## src/hdl/nan_masked_fir_normalized_top_defines.svh

```systemverilog
// assertion macros used by nmf_ctrl
`ifndef NAN_MASKED_FIR_NORMALIZED_TOP_DEFINES_SVH
`define NAN_MASKED_FIR_NORMALIZED_TOP_DEFINES_SVH

// property must hold on every edge outside reset
`define NMF_ASSERT(label, prop, msg) \
  label: assert property (@(posedge clk) disable iff (!rst_n) (prop)) else $error(msg);

// implication checked on the next edge
`define NMF_ASSERT_NEXT(label, ante, cons, msg) \
  label: assert property (@(posedge clk) disable iff (!rst_n) (ante) |=> (cons)) \
    else $error(msg);

`endif

```

## src/hdl/nmf_pkg.sv

```systemverilog
// ----------------------------------------------------------------------------
// nmf_pkg
// types, constants and register codes of the normalized masked fir
// ----------------------------------------------------------------------------
package nmf_pkg;

  localparam int MAX_HALF_D    = 8;
  localparam int MAX_STEP_D    = 4;
  localparam int SAMPLE_BITS_D = 16;
  localparam int COEF_BITS_D   = 16;
  localparam int CFG_IDX_BITS  = 2;
  localparam int CFG_DATA_BITS = 16;
  localparam int CNT_BITS      = 7;
  localparam logic [CNT_BITS-1:0] CNT_MAX = 7'd127;

  // register indexes
  localparam logic [CFG_IDX_BITS-1:0] REG_TAPS_HALF = 2'd0;
  localparam logic [CFG_IDX_BITS-1:0] REG_TAP_STEP  = 2'd1;
  localparam logic [CFG_IDX_BITS-1:0] REG_COEF_ADDR = 2'd2;
  localparam logic [CFG_IDX_BITS-1:0] REG_COEF_DATA = 2'd3;

  typedef enum logic [2:0] {
    ST_IDLE,
    ST_EMIT_CHECK,
    ST_TAP,
    ST_DIV,
    ST_OUT
  } nmf_state_t;

  // controller to datapath
  typedef struct packed {
    logic push;       // shift the accepted sample into the window
    logic start_emit; // load the centre sample, start an output
    logic tap_step;   // run one tap of the accumulate
    logic div_start;  // start the divider
    logic div_step;   // one quotient bit
    logic load_out;   // write the result register
  } nmf_cmd_t;

  // datapath to controller
  typedef struct packed {
    logic taps_done;
    logic div_done;
  } nmf_sts_t;

endpackage

```

## src/hdl/nmf_ram.sv

```systemverilog
// ----------------------------------------------------------------------------
// nmf_ram
// generic simple dual-port ram (one write port, one read port) with registered read
// ----------------------------------------------------------------------------
module nmf_ram #(
  parameter int WIDTH = 8,
  parameter int DEPTH = 16,
  parameter int AW    = (DEPTH > 1) ? $clog2(DEPTH) : 1
) (
  input  logic             clk,
  input  logic             we,
  input  logic [AW-1:0]    waddr,
  input  logic [WIDTH-1:0] wdata,
  input  logic [AW-1:0]    raddr,
  output logic [WIDTH-1:0] rdata
);
  logic [WIDTH-1:0] mem [DEPTH];

  // write port and registered read port
  always_ff @(posedge clk) begin
    if (we) begin
      mem[waddr] <= wdata;
    end
    rdata <= mem[raddr];
  end
endmodule

```

## src/hdl/nmf_datapath.sv

```systemverilog
// ----------------------------------------------------------------------------
// nmf_datapath
// sample window, tap table, shared multiply-accumulate and serial divider
// ----------------------------------------------------------------------------
module nmf_datapath #(
  parameter int MAX_HALF    = nmf_pkg::MAX_HALF_D,
  parameter int MAX_STEP    = nmf_pkg::MAX_STEP_D,
  parameter int SAMPLE_BITS = nmf_pkg::SAMPLE_BITS_D,
  parameter int COEF_BITS   = nmf_pkg::COEF_BITS_D
) (
  input  logic                               clk,
  input  logic                               rst_n,
  input  nmf_pkg::nmf_cmd_t                  cmd,
  output nmf_pkg::nmf_sts_t                  sts,
  input  logic                               cfg_we,
  input  logic [nmf_pkg::CFG_IDX_BITS-1:0]   cfg_idx,
  input  logic [nmf_pkg::CFG_DATA_BITS-1:0]  cfg_data,
  input  logic signed [SAMPLE_BITS-1:0]      in_value,
  input  logic                               in_ok,
  input  logic [$clog2(2*MAX_HALF*MAX_STEP+2)-1:0] centre_d,
  input  logic [nmf_pkg::CNT_BITS-1:0]       emitted,
  output logic [$clog2(2*MAX_HALF*MAX_STEP+2)-1:0] lag,
  output logic signed [SAMPLE_BITS-1:0]      res_value,
  output logic                               res_invalid,
  output logic                               res_zero
);
  import nmf_pkg::*;

  localparam int WIN_DEPTH = 2*MAX_HALF*MAX_STEP + 1;
  localparam int TAP_DEPTH = 2*MAX_HALF + 1;
  localparam int WAW       = $clog2(WIN_DEPTH);
  localparam int DW        = $clog2(WIN_DEPTH + 1);
  localparam int HW        = $clog2(MAX_HALF + 1);
  localparam int SW        = $clog2(MAX_STEP + 1);
  localparam int TW        = $clog2(TAP_DEPTH + 1);
  localparam int PW        = SAMPLE_BITS + COEF_BITS;
  localparam int ACC_BITS  = PW + TW;
  localparam int DEN_BITS  = COEF_BITS + TW;
  localparam int QB        = ACC_BITS;
  localparam int DCW       = $clog2(QB + 1);

  // configuration registers
  logic [3:0] taps_half_r;
  logic [2:0] tap_step_r;
  logic [4:0] coef_addr_r;
  logic [TAP_DEPTH-1:0]        tap_ok_r;
  logic signed [COEF_BITS-1:0] coef_r [TAP_DEPTH];

  always_ff @(posedge clk) begin
    if (!rst_n) begin
      taps_half_r <= 4'd1;
      tap_step_r  <= 3'd1;
      coef_addr_r <= '0;
      tap_ok_r    <= '0;
    end else if (cfg_we) begin
      case (cfg_idx)
        REG_TAPS_HALF: taps_half_r <= cfg_data[3:0];
        REG_TAP_STEP:  tap_step_r  <= cfg_data[2:0];
        REG_COEF_ADDR: coef_addr_r <= cfg_data[4:0];
        REG_COEF_DATA: begin
          if (32'(coef_addr_r) < TAP_DEPTH) begin
            tap_ok_r[coef_addr_r[TW-1:0]] <= 1'b1;
          end
        end
        default: ;
      endcase
    end
  end

  always_ff @(posedge clk) begin
    if (cfg_we && cfg_idx == REG_COEF_DATA && 32'(coef_addr_r) < TAP_DEPTH) begin
      coef_r[coef_addr_r[TW-1:0]] <= COEF_BITS'($signed(cfg_data));
    end
  end

  // clamped half-width and step
  logic [HW-1:0] half;
  logic [SW-1:0] step;
  always_comb begin
    half = (32'(taps_half_r) > MAX_HALF) ? HW'(MAX_HALF) : HW'(taps_half_r);
    if (tap_step_r == 3'd0) begin
      step = SW'(1);
    end else if (32'(tap_step_r) > MAX_STEP) begin
      step = SW'(MAX_STEP);
    end else begin
      step = SW'(tap_step_r);
    end
  end
  assign lag = DW'(32'(half) * 32'(step));

  // sample window: ring buffer in ram, head points at the newest entry
  logic [WAW-1:0] head_r;
  logic [WAW-1:0] raddr;
  logic [SAMPLE_BITS:0] rdata;

  always_ff @(posedge clk) begin
    if (!rst_n) begin
      head_r <= '0;
    end else if (cmd.push) begin
      head_r <= (32'(head_r) == WIN_DEPTH - 1) ? '0 : head_r + 1'b1;
    end
  end

  nmf_ram #(.WIDTH(SAMPLE_BITS + 1), .DEPTH(WIN_DEPTH)) u_win (
    .clk   (clk),
    .we    (cmd.push),
    .waddr ((32'(head_r) == WIN_DEPTH - 1) ? WAW'(0) : WAW'(head_r + 1'b1)),
    .wdata ({in_ok, in_value}),
    .raddr (raddr),
    .rdata (rdata)
  );

  // tap walk: k runs 0..2h, distance = d - (k-h)*step
  logic [TW-1:0]  k_r;
  logic           rd_pend_r;
  logic           use_pend_r;
  logic           centre_pend_r;
  logic signed [ACC_BITS-1:0] num_r;
  logic signed [DEN_BITS-1:0] den_r;
  logic           centre_ok_r;

  logic signed [DW+1:0] tap_d;
  logic                 tap_use;
  always_comb begin
    tap_d = $signed({2'b00, centre_d})
          - $signed((DW+2)'((32'(k_r) - 32'(half)) * 32'(step)));
    tap_use = 1'b1;
    if (tap_d < 0 || tap_d >= WIN_DEPTH) begin
      tap_use = 1'b0;
    end else if (tap_d > $signed({2'b00, centre_d}) &&
                 32'(tap_d - $signed({2'b00, centre_d})) > 32'(emitted)) begin
      tap_use = 1'b0;
    end
  end

  // address of a distance back from head
  function automatic logic [WAW-1:0] back_addr(input logic [WAW-1:0] hd,
                                               input logic [DW-1:0] dd);
    logic [WAW+1:0] t;
    begin
      t = {2'b00, hd} + (WAW+2)'(WIN_DEPTH) - (WAW+2)'(dd);
      if (32'(t) >= WIN_DEPTH) t = t - (WAW+2)'(WIN_DEPTH);
      back_addr = t[WAW-1:0];
    end
  endfunction

  always_comb begin
    if (cmd.start_emit) begin
      raddr = back_addr(head_r, (32'(centre_d) < WIN_DEPTH) ? centre_d : DW'(0));
    end else begin
      raddr = back_addr(head_r, tap_use ? DW'(tap_d) : DW'(0));
    end
  end

  // one product a cycle, registered before the accumulate
  logic signed [PW-1:0] prod_r;
  logic signed [COEF_BITS-1:0] coef_pend_r;
  logic prod_v_r;
  logic signed [COEF_BITS-1:0] coef_k;
  assign coef_k = tap_ok_r[k_r] ? coef_r[k_r] : '0;

  // a tap is issued only while k is inside the filter
  logic tap_go;
  assign tap_go = cmd.tap_step && (32'(k_r) <= 2 * 32'(half));

  always_ff @(posedge clk) begin
    if (!rst_n) begin
      rd_pend_r     <= 1'b0;
      centre_pend_r <= 1'b0;
      prod_v_r      <= 1'b0;
      k_r           <= '0;
      centre_ok_r   <= 1'b0;
      num_r         <= '0;
      den_r         <= '0;
    end else begin
      centre_pend_r <= cmd.start_emit;
      rd_pend_r     <= tap_go;
      use_pend_r    <= tap_use;
      coef_pend_r   <= coef_k;
      prod_v_r      <= 1'b0;
      if (cmd.start_emit) begin
        k_r   <= '0;
        num_r <= '0;
        den_r <= '0;
      end else if (tap_go) begin
        k_r <= k_r + 1'b1;
      end
      if (centre_pend_r) begin
        centre_ok_r <= rdata[SAMPLE_BITS] && (32'(centre_d) < WIN_DEPTH);
      end
      if (rd_pend_r && use_pend_r && rdata[SAMPLE_BITS]) begin
        prod_r   <= PW'(coef_pend_r * $signed(rdata[SAMPLE_BITS-1:0]));
        prod_v_r <= 1'b1;
        den_r    <= den_r + DEN_BITS'(coef_pend_r);
      end
      if (prod_v_r) begin
        num_r <= num_r + ACC_BITS'(prod_r);
      end
    end
  end

  assign sts.taps_done = (32'(k_r) > 2 * 32'(half)) && !rd_pend_r && !prod_v_r;

  // restoring divider on magnitudes, one quotient bit a step
  logic [QB-1:0]   dq_r;
  logic [QB:0]     rem_r;
  logic [QB-1:0]   dvs_r;
  logic            neg_r;
  logic [DCW-1:0]  dcnt_r;
  logic [QB:0]     trial;
  assign trial = {rem_r[QB-1:0], dq_r[QB-1]} - {1'b0, dvs_r};

  always_ff @(posedge clk) begin
    if (!rst_n) begin
      dcnt_r <= '0;
    end else if (cmd.div_start) begin
      dq_r   <= num_r[ACC_BITS-1] ? QB'(-num_r) : QB'(num_r);
      dvs_r  <= den_r[DEN_BITS-1] ? QB'(-den_r) : QB'(den_r);
      neg_r  <= num_r[ACC_BITS-1] ^ den_r[DEN_BITS-1];
      rem_r  <= '0;
      dcnt_r <= DCW'(QB);
    end else if (cmd.div_step && dcnt_r != '0) begin
      dcnt_r <= dcnt_r - 1'b1;
      if (!trial[QB]) begin
        rem_r <= trial;
        dq_r  <= {dq_r[QB-2:0], 1'b1};
      end else begin
        rem_r <= {rem_r[QB-1:0], dq_r[QB-1]};
        dq_r  <= {dq_r[QB-2:0], 1'b0};
      end
    end
  end
  assign sts.div_done = (dcnt_r == '0);

  // saturate the signed quotient
  localparam logic [QB-1:0] HI_MAG = QB'((64'd1 << (SAMPLE_BITS-1)) - 1);
  logic signed [SAMPLE_BITS-1:0] sat;
  always_comb begin
    if (!neg_r) begin
      sat = (dq_r > HI_MAG) ? SAMPLE_BITS'(HI_MAG) : SAMPLE_BITS'(dq_r);
    end else begin
      sat = (dq_r > HI_MAG) ? {1'b1, {(SAMPLE_BITS-1){1'b0}}} : -SAMPLE_BITS'(dq_r);
    end
  end

  // result register
  always_ff @(posedge clk) begin
    if (cmd.load_out) begin
      res_invalid <= !centre_ok_r;
      res_zero    <= centre_ok_r && (den_r == '0);
      res_value   <= (!centre_ok_r || den_r == '0) ? '0 : sat;
    end
  end
endmodule

```

## src/hdl/nmf_ctrl.sv

```systemverilog
// ----------------------------------------------------------------------------
// nmf_ctrl
// sequencer: accept, emit loop, tap walk, divide, result handoff
// ----------------------------------------------------------------------------
`include "nan_masked_fir_normalized_top_defines.svh"
module nmf_ctrl #(
  parameter int DW = 7
) (
  input  logic                         clk,
  input  logic                         rst_n,
  input  logic                         in_valid,
  output logic                         in_ready,
  input  logic                         in_last,
  output logic                         out_valid,
  input  logic                         out_ready,
  output logic                         out_last,
  output nmf_pkg::nmf_cmd_t            cmd,
  input  nmf_pkg::nmf_sts_t            sts,
  input  logic [DW-1:0]                lag,
  output logic [DW-1:0]                centre_d,
  output logic [nmf_pkg::CNT_BITS-1:0] emitted
);
  import nmf_pkg::*;

  nmf_state_t state_r, state_nxt;
  logic [DW-1:0] pend_r, pend_nxt;
  logic [CNT_BITS-1:0] emit_r, emit_nxt;
  logic flush_r, flush_nxt;
  logic ov_r, ov_nxt;
  logic ol_r, ol_nxt;
  logic div_first_r, div_first_nxt;

  always_ff @(posedge clk) begin
    if (!rst_n) begin
      state_r     <= ST_IDLE;
      pend_r      <= '0;
      emit_r      <= '0;
      flush_r     <= 1'b0;
      ov_r        <= 1'b0;
      ol_r        <= 1'b0;
      div_first_r <= 1'b0;
    end else begin
      state_r     <= state_nxt;
      pend_r      <= pend_nxt;
      emit_r      <= emit_nxt;
      flush_r     <= flush_nxt;
      ov_r        <= ov_nxt;
      ol_r        <= ol_nxt;
      div_first_r <= div_first_nxt;
    end
  end

  assign centre_d  = pend_r - 1'b1;
  assign emitted   = emit_r;
  assign out_valid = ov_r;
  assign out_last  = ol_r;
  assign in_ready  = (state_r == ST_IDLE);

  always_comb begin
    state_nxt     = state_r;
    pend_nxt      = pend_r;
    emit_nxt      = emit_r;
    flush_nxt     = flush_r;
    ov_nxt        = ov_r;
    ol_nxt        = ol_r;
    div_first_nxt = 1'b0;
    cmd           = '0;
    if (ov_r && out_ready) begin
      ov_nxt = 1'b0;
    end
    case (state_r)
      ST_IDLE: begin
        if (in_valid) begin
          cmd.push  = 1'b1;
          pend_nxt  = pend_r + 1'b1;
          flush_nxt = in_last;
          state_nxt = ST_EMIT_CHECK;
        end
      end
      ST_EMIT_CHECK: begin
        if ((flush_r && pend_r != '0) || (!flush_r && pend_r > lag)) begin
          cmd.start_emit = 1'b1;
          state_nxt      = ST_TAP;
        end else begin
          if (flush_r) begin
            pend_nxt = '0;
            emit_nxt = '0;
          end
          state_nxt = ST_IDLE;
        end
      end
      ST_TAP: begin
        if (sts.taps_done) begin
          cmd.div_start = 1'b1;
          div_first_nxt = 1'b1;
          state_nxt     = ST_DIV;
        end else begin
          cmd.tap_step = 1'b1;
        end
      end
      ST_DIV: begin
        if (sts.div_done && !div_first_r) begin
          state_nxt = ST_OUT;
        end else begin
          cmd.div_step = 1'b1;
        end
      end
      ST_OUT: begin
        if (!ov_nxt) begin
          cmd.load_out = 1'b1;
          ov_nxt       = 1'b1;
          ol_nxt       = flush_r && pend_r == DW'(1);
          pend_nxt     = pend_r - 1'b1;
          if (emit_r != CNT_MAX) emit_nxt = emit_r + 1'b1;
          state_nxt    = ST_EMIT_CHECK;
        end
      end
      default: state_nxt = ST_IDLE;
    endcase
  end

  `NMF_ASSERT(a_ready_idle, !(in_ready && state_r != ST_IDLE), "ready outside idle")
  `NMF_ASSERT_NEXT(a_out_hold, out_valid && !out_ready, out_valid, "result dropped")
  `NMF_ASSERT_NEXT(a_load_once, cmd.load_out, !cmd.load_out, "double load")
endmodule

```

## src/hdl/nan_masked_fir_normalized_top.sv

```systemverilog
// samples are taken only while idle, so none is accepted while a result is computed
// the shared multiply-accumulate walk and the serial divider set the rate
// reset: synchronous active low; taps_half 1, tap_step 1, tap table zero
// ----------------------------------------------------------------------------
// nan_masked_fir_normalized_top
// normalized fir with missing-sample masking over lines of samples
// ----------------------------------------------------------------------------
module nan_masked_fir_normalized_top #(
  parameter int MAX_HALF    = nmf_pkg::MAX_HALF_D,
  parameter int MAX_STEP    = nmf_pkg::MAX_STEP_D,
  parameter int SAMPLE_BITS = nmf_pkg::SAMPLE_BITS_D,
  parameter int COEF_BITS   = nmf_pkg::COEF_BITS_D
) (
  input  logic                              clk,
  input  logic                              rst_n,
  input  logic                              in_valid,
  output logic                              in_ready,
  input  logic signed [SAMPLE_BITS-1:0]     in_sample_value,
  input  logic                              in_sample_valid,
  input  logic                              in_last_in_line,
  output logic                              out_valid,
  input  logic                              out_ready,
  output logic signed [SAMPLE_BITS-1:0]     out_filtered_value,
  output logic                              out_out_invalid,
  output logic                              out_zero_weight,
  output logic                              out_line_done,
  input  logic                              cfg_we,
  input  logic [nmf_pkg::CFG_IDX_BITS-1:0]  cfg_idx,
  input  logic [nmf_pkg::CFG_DATA_BITS-1:0] cfg_data
);
  import nmf_pkg::*;

  localparam int DW = $clog2(2*MAX_HALF*MAX_STEP + 2);

  nmf_cmd_t cmd;
  nmf_sts_t sts;
  logic [DW-1:0] lag;
  logic [DW-1:0] centre_d;
  logic [CNT_BITS-1:0] emitted;

  // controller
  nmf_ctrl #(.DW(DW)) u_ctrl (
    .clk       (clk),
    .rst_n     (rst_n),
    .in_valid  (in_valid),
    .in_ready  (in_ready),
    .in_last   (in_last_in_line),
    .out_valid (out_valid),
    .out_ready (out_ready),
    .out_last  (out_line_done),
    .cmd       (cmd),
    .sts       (sts),
    .lag       (lag),
    .centre_d  (centre_d),
    .emitted   (emitted)
  );

  // datapath
  nmf_datapath #(
    .MAX_HALF(MAX_HALF), .MAX_STEP(MAX_STEP),
    .SAMPLE_BITS(SAMPLE_BITS), .COEF_BITS(COEF_BITS)
  ) u_dp (
    .clk         (clk),
    .rst_n       (rst_n),
    .cmd         (cmd),
    .sts         (sts),
    .cfg_we      (cfg_we),
    .cfg_idx     (cfg_idx),
    .cfg_data    (cfg_data),
    .in_value    (in_sample_value),
    .in_ok       (in_sample_valid),
    .centre_d    (centre_d),
    .emitted     (emitted),
    .lag         (lag),
    .res_value   (out_filtered_value),
    .res_invalid (out_out_invalid),
    .res_zero    (out_zero_weight)
  );
endmodule

```

## config.mk

```make
export PLATFORM = sky130hd
export DESIGN_NAME = nan_masked_fir_normalized_top
export DESIGN_NICKNAME = d
export VERILOG_FILES = /design/src/hdl/nmf_pkg.sv /design/src/hdl/nmf_ram.sv /design/src/hdl/nmf_datapath.sv /design/src/hdl/nmf_ctrl.sv /design/src/hdl/nan_masked_fir_normalized_top.sv
export VERILOG_INCLUDE_DIRS = /design/src /design/src/hdl
export SDC_FILE = /design/constraint.sdc
export NUM_CORES = 2
export LEC_CHECK = 0
export BUFFER_PORTS_ARGS = -buffer_cell sky130_fd_sc_hd__buf_2
export CAP_MARGIN = 20
export CORE_ASPECT_RATIO = 1.1
export CORE_MARGIN = 2
export CORE_UTILIZATION = 54
export CTS_CLUSTER_DIAMETER = 100
export DETAILED_ROUTE_END_ITERATION = 8
export PLACE_DENSITY = 0.69
export SYNTH_ARGS = -nofsm -noshare
export SYNTH_HDL_FRONTEND = slang
export SYNTH_SLANG_ARGS = --single-unit
```

## constraint.sdc

```tcl
create_clock -name clk -period 13.75 [get_ports clk]
set_input_delay 2.0625 -clock clk [delete_from_list [all_inputs] [get_ports clk]]
set_output_delay 2.0625 -clock clk [all_outputs]
set_load 0.05 [all_outputs]
```

==> results by group <==
Clock tree
  – Clock root cell: clkbuf_16
  – CTS Buf Count: 169
  – Worst-path clk slew: roughly 60 ps
  – Num Clock Sinks: 1,703
  – CTS tree: done
  – Deepest clock path buffer count: 3
  – Worst-Skew Late Latency: 830 ps
  – Cts repair resizes: 0
  – Setup Fix Bufs, Post-CTS: 0
  – Hold Buf Count CTS: 0
  – H-tree depth: 4

STA
  – Setup ws final: 2680 ps
  – Setup-failing EPs final: 0
  – Fin. Hold Viols: 0
  – Setup_tns: 0 ps
  – Worst rel slew slack: 22.4%
  – Tmin final: 11,070 ps
  – RSZ-0062 raised after global routing: no
  – Fmax: 0.0903 GHz
  – Final Skew: 41.7 ps
  – Period utilization: 80.5%
  – Worst slew pin tran: 1130 ps
  – Fin. max-slew vios: 0

Die
  – Die Y: around 420 um
  – I/O pins: 62
  – Row cnt: between 150 and 200
  – Initial Util: between 50% and 60%
  – Area of the core: 156,000 um^2
  – Die area: 159,000 um^2
  – Die width: 381 um

Worst setup path
  – Critical path startpoint category: register
  – Worst path most repeated cell: ha_1
  – Crit path max-delay cell type: nor4_1
  – Critical Path RT: roughly 15,000 ps
  – R2R Setup Slk: 2680 ps
  – CP endpoint kind: register
  – Crit path kind: register to register
  – Max FO, Critical Path: 34
  – Crit Reg-Reg Startpoint: u_dp.k_r[0]
  – CP max stage delay: approximately 890 ps
  – Reg2Reg Depth: 43
  – Arrival time at the worst endpoint: approximately 12,000 ps
  – FF-to-FF End: u_dp.u_win.rdata[7]

Status
  – Outcome: finished clean

Drt
  – DRT antenna net count: 0
  – Via Count: between 50,000 and 60,000
  – Vias per cell: 6.10
  – Iteration-0 DRC Markers: 5,891
  – DRT Pass-1 Iters: 6
  – Detailed Route WL: 213,000 um
  – DR WL/cell: roughly 23 um
  – Post-route DRC violation count: 0

Logic synthesis
  – Mapped Area: between 80,000 and 90,000 um^2
  – Syn. warnings: 0
  – Yosys cell types: 80
  – Post-synth EDFFs: around 1,600
  – Async set-or-reset flop fraction in the synthesized netlist: 0%
  – Synthesized area per cell: 12.5 um^2
  – Main flop type after synthesis: edfxtp_1
  – Sequential-to-total area share from yosys stat: 58.9%
  – Yosys reg bits: 1,703
  – Synthesized instance count: 6,764

Global routing
  – Initial antenna violation count: 9
  – Total GRT Usage: a little over a quarter
  – Gr ovfl total: 0
  – First-pass GRT wire length: 325,000 um
  – Vias in the first global route: around 55,000
  – Pin count of the biggest net entering global routing: 171

Placed design
  – Place WS: 2640 ps
  – HPWL Detailed: 132,000 um
  – Placed Cells incl. Taps: 8,757
  – Placer Congestion: 0.871
  – Buffers on Ports: slightly above 60

Cells and area
  – Register area: 49,700 um^2
  – # nets final: 7,431
  – Final std cells w/o fill: ~9,100
  – Fillers: 12,144
  – Multi-input gate area: 32,000 um^2
  – Layout cells sized above 1: 9.65%
  – P&R area growth vs syn: 10.7%

Hold path
  – Hold Crit Start: u_dp.tap_ok_r[14]
  – Worst hold-check path type: register to register
  – Hold Path Cell Cnt: 2
  – WHS Endpoint: u_dp.tap_ok_r[14]

Run
  – Max-cap viol count: 0
-- kinds of logic (layout without fill, tap and decap cells) --
family	count (synthesis)	in the layout	share of synthesized area, %
other	1	20	0.00445
AND/OR/NAND/NOR	1847	1847	10.1
multiplexers	158	158	3.16
adder cells (fa/ha/maj)	536	536	10.5
AO/OA/AOI/OAI	1519	1519	11.4
flip-flops	1703	1703	58.9
XOR/XNOR	238	238	2.47
buffers and inverters	762	978	3.48
-- metrics by stage --
stage | util, % | instance area [um^2] | hold WS, ps
5_1_grt | 60.0 | 93400 | 494
6_report | 60.0 | 93400 | 465
3_3_place_gp | 56.3 | 87600 | 443
3_5_place_dp | 56.4 | 87700 | 455
4_1_cts | 60.0 | 93300 | 470
2_1_floorplan | - | 84400 | 433
-- layout by cell type, fill, tap and decap left out, types with 64 or more instances in the layout --
| cell type | n |
|---|---|
| edfxtp_1 | 1556 |
| nand2_1 | 787 |
| a21oi_1 | 604 |
| inv_1 | 408 |
| nor2_1 | 401 |
| fa_1 | 283 |
| ha_1 | 253 |
| a22oi_1 | 236 |
| buf_4 | 180 |
| clkbuf_16 | 173 |
| o21ai_0 | 150 |
| dfxtp_1 | 144 |
| xnor2_1 | 142 |
| and2_1 | 136 |
| and3_1 | 121 |
| a211oi_1 | 120 |
| xor2_1 | 95 |
| mux4_2 | 85 |
| nand3_1 | 74 |
| o22ai_1 | 73 |
| mux2i_1 | 67 |
| buf_2 | 64 |
-- routing by layer --
layer | GRT usage, % | up-vias | part of all wire [%]
li1 | - | 24828 | -
met5 | 0 | - | 0.015
met2 | 43.1 | 2344 | 47
met4 | 10.0 | 6 | 3.8
met1 | 35.8 | 27697 | 41
met3 | 5.10 | 456 | 8.2
-- registers in the layout, summed over array words and instances (netlist names), 17 cells and up --
signal / cells
u_dp.dq_r: 37
u_dp.u_win.mem: 1105
u_dp.u_win.rdata: 17
u_dp.rem_r: 37
u_dp.den_r: 21
u_dp.dvs_r: 37
u_dp.tap_ok_r: 17
u_dp.prod_r: 32
u_dp.num_r: 37
u_dp.coef_r: 272
-- critical path: cells and delay by family, from the launching register on --
family                   cells  cell delay [ps]
AO/OA/AOI/OAI               13             2220
XOR/XNOR                     3              730
adder cells (fa/ha/maj)      8             2570
buffers and inverters        6             1120
flip-flops                   1              770
multiplexers                 2              810
AND/OR/NAND/NOR             11             2770
-- worst max-delay path by stage --
| stage | startpoint | slack (ps) | cells after the start | to |
|---|---|---|---|---|
| after floorplan | u_dp.k_r[0] | 3880 | 49 | u_dp.u_win.rdata[15] |
| after global placement | u_dp.k_r[0] | 2790 | 42 | u_dp.u_win.rdata[2] |
| after detailed placement | u_dp.k_r[0] | 2640 | 43 | u_dp.u_win.rdata[4] |
| after CTS | u_dp.k_r[0] | 2630 | 43 | u_dp.u_win.rdata[4] |
| after global routing | u_dp.k_r[0] | 1870 | 44 | u_dp.u_win.rdata[7] |
| final | u_dp.k_r[0] | 2680 | 43 | u_dp.u_win.rdata[7] |
-- cell type report --
class	count	share of cell area [%]
antenna	4	0.0107
sequential	1703	53.2
tap	2079	2.79
timing repair buffer	257	2.07
clock buffer	214	4.93
multi-input combinational	4314	34.2
inverter	409	1.65
clock inverter	98	1.11
-- cell usage after synthesis (53+ instances only) --
master / instances / area, um^2
edfxtp_1: 1556 / 46700
nand2_1: 788 / 2960
a21oi_1: 605 / 3030
nor2_1: 426 / 1600
inv_1: 409 / 1540
fa_1: 283 / 5670
clkbuf_1: 267 / 1000
ha_1: 253 / 3170
a22oi_1: 236 / 1770
o21ai_0: 150 / 751
dfxtp_1: 147 / 2940
xnor2_1: 143 / 1250
and2_1: 137 / 857
a211oi_1: 121 / 908
and3_1: 121 / 757
xor2_1: 95 / 832
mux4_2: 85 / 1910
nand3_1: 75 / 375
o22ai_1: 73 / 457
mux2i_1: 68 / 681
a21o_1: 62 / 465
o21bai_1: 55 / 413
buf_2: 53 / 265
nand2b_1: 53 / 332
Power is not shown: default switching activity piles up to over one toggle a cycle in this logic, so the estimate is an artifact.
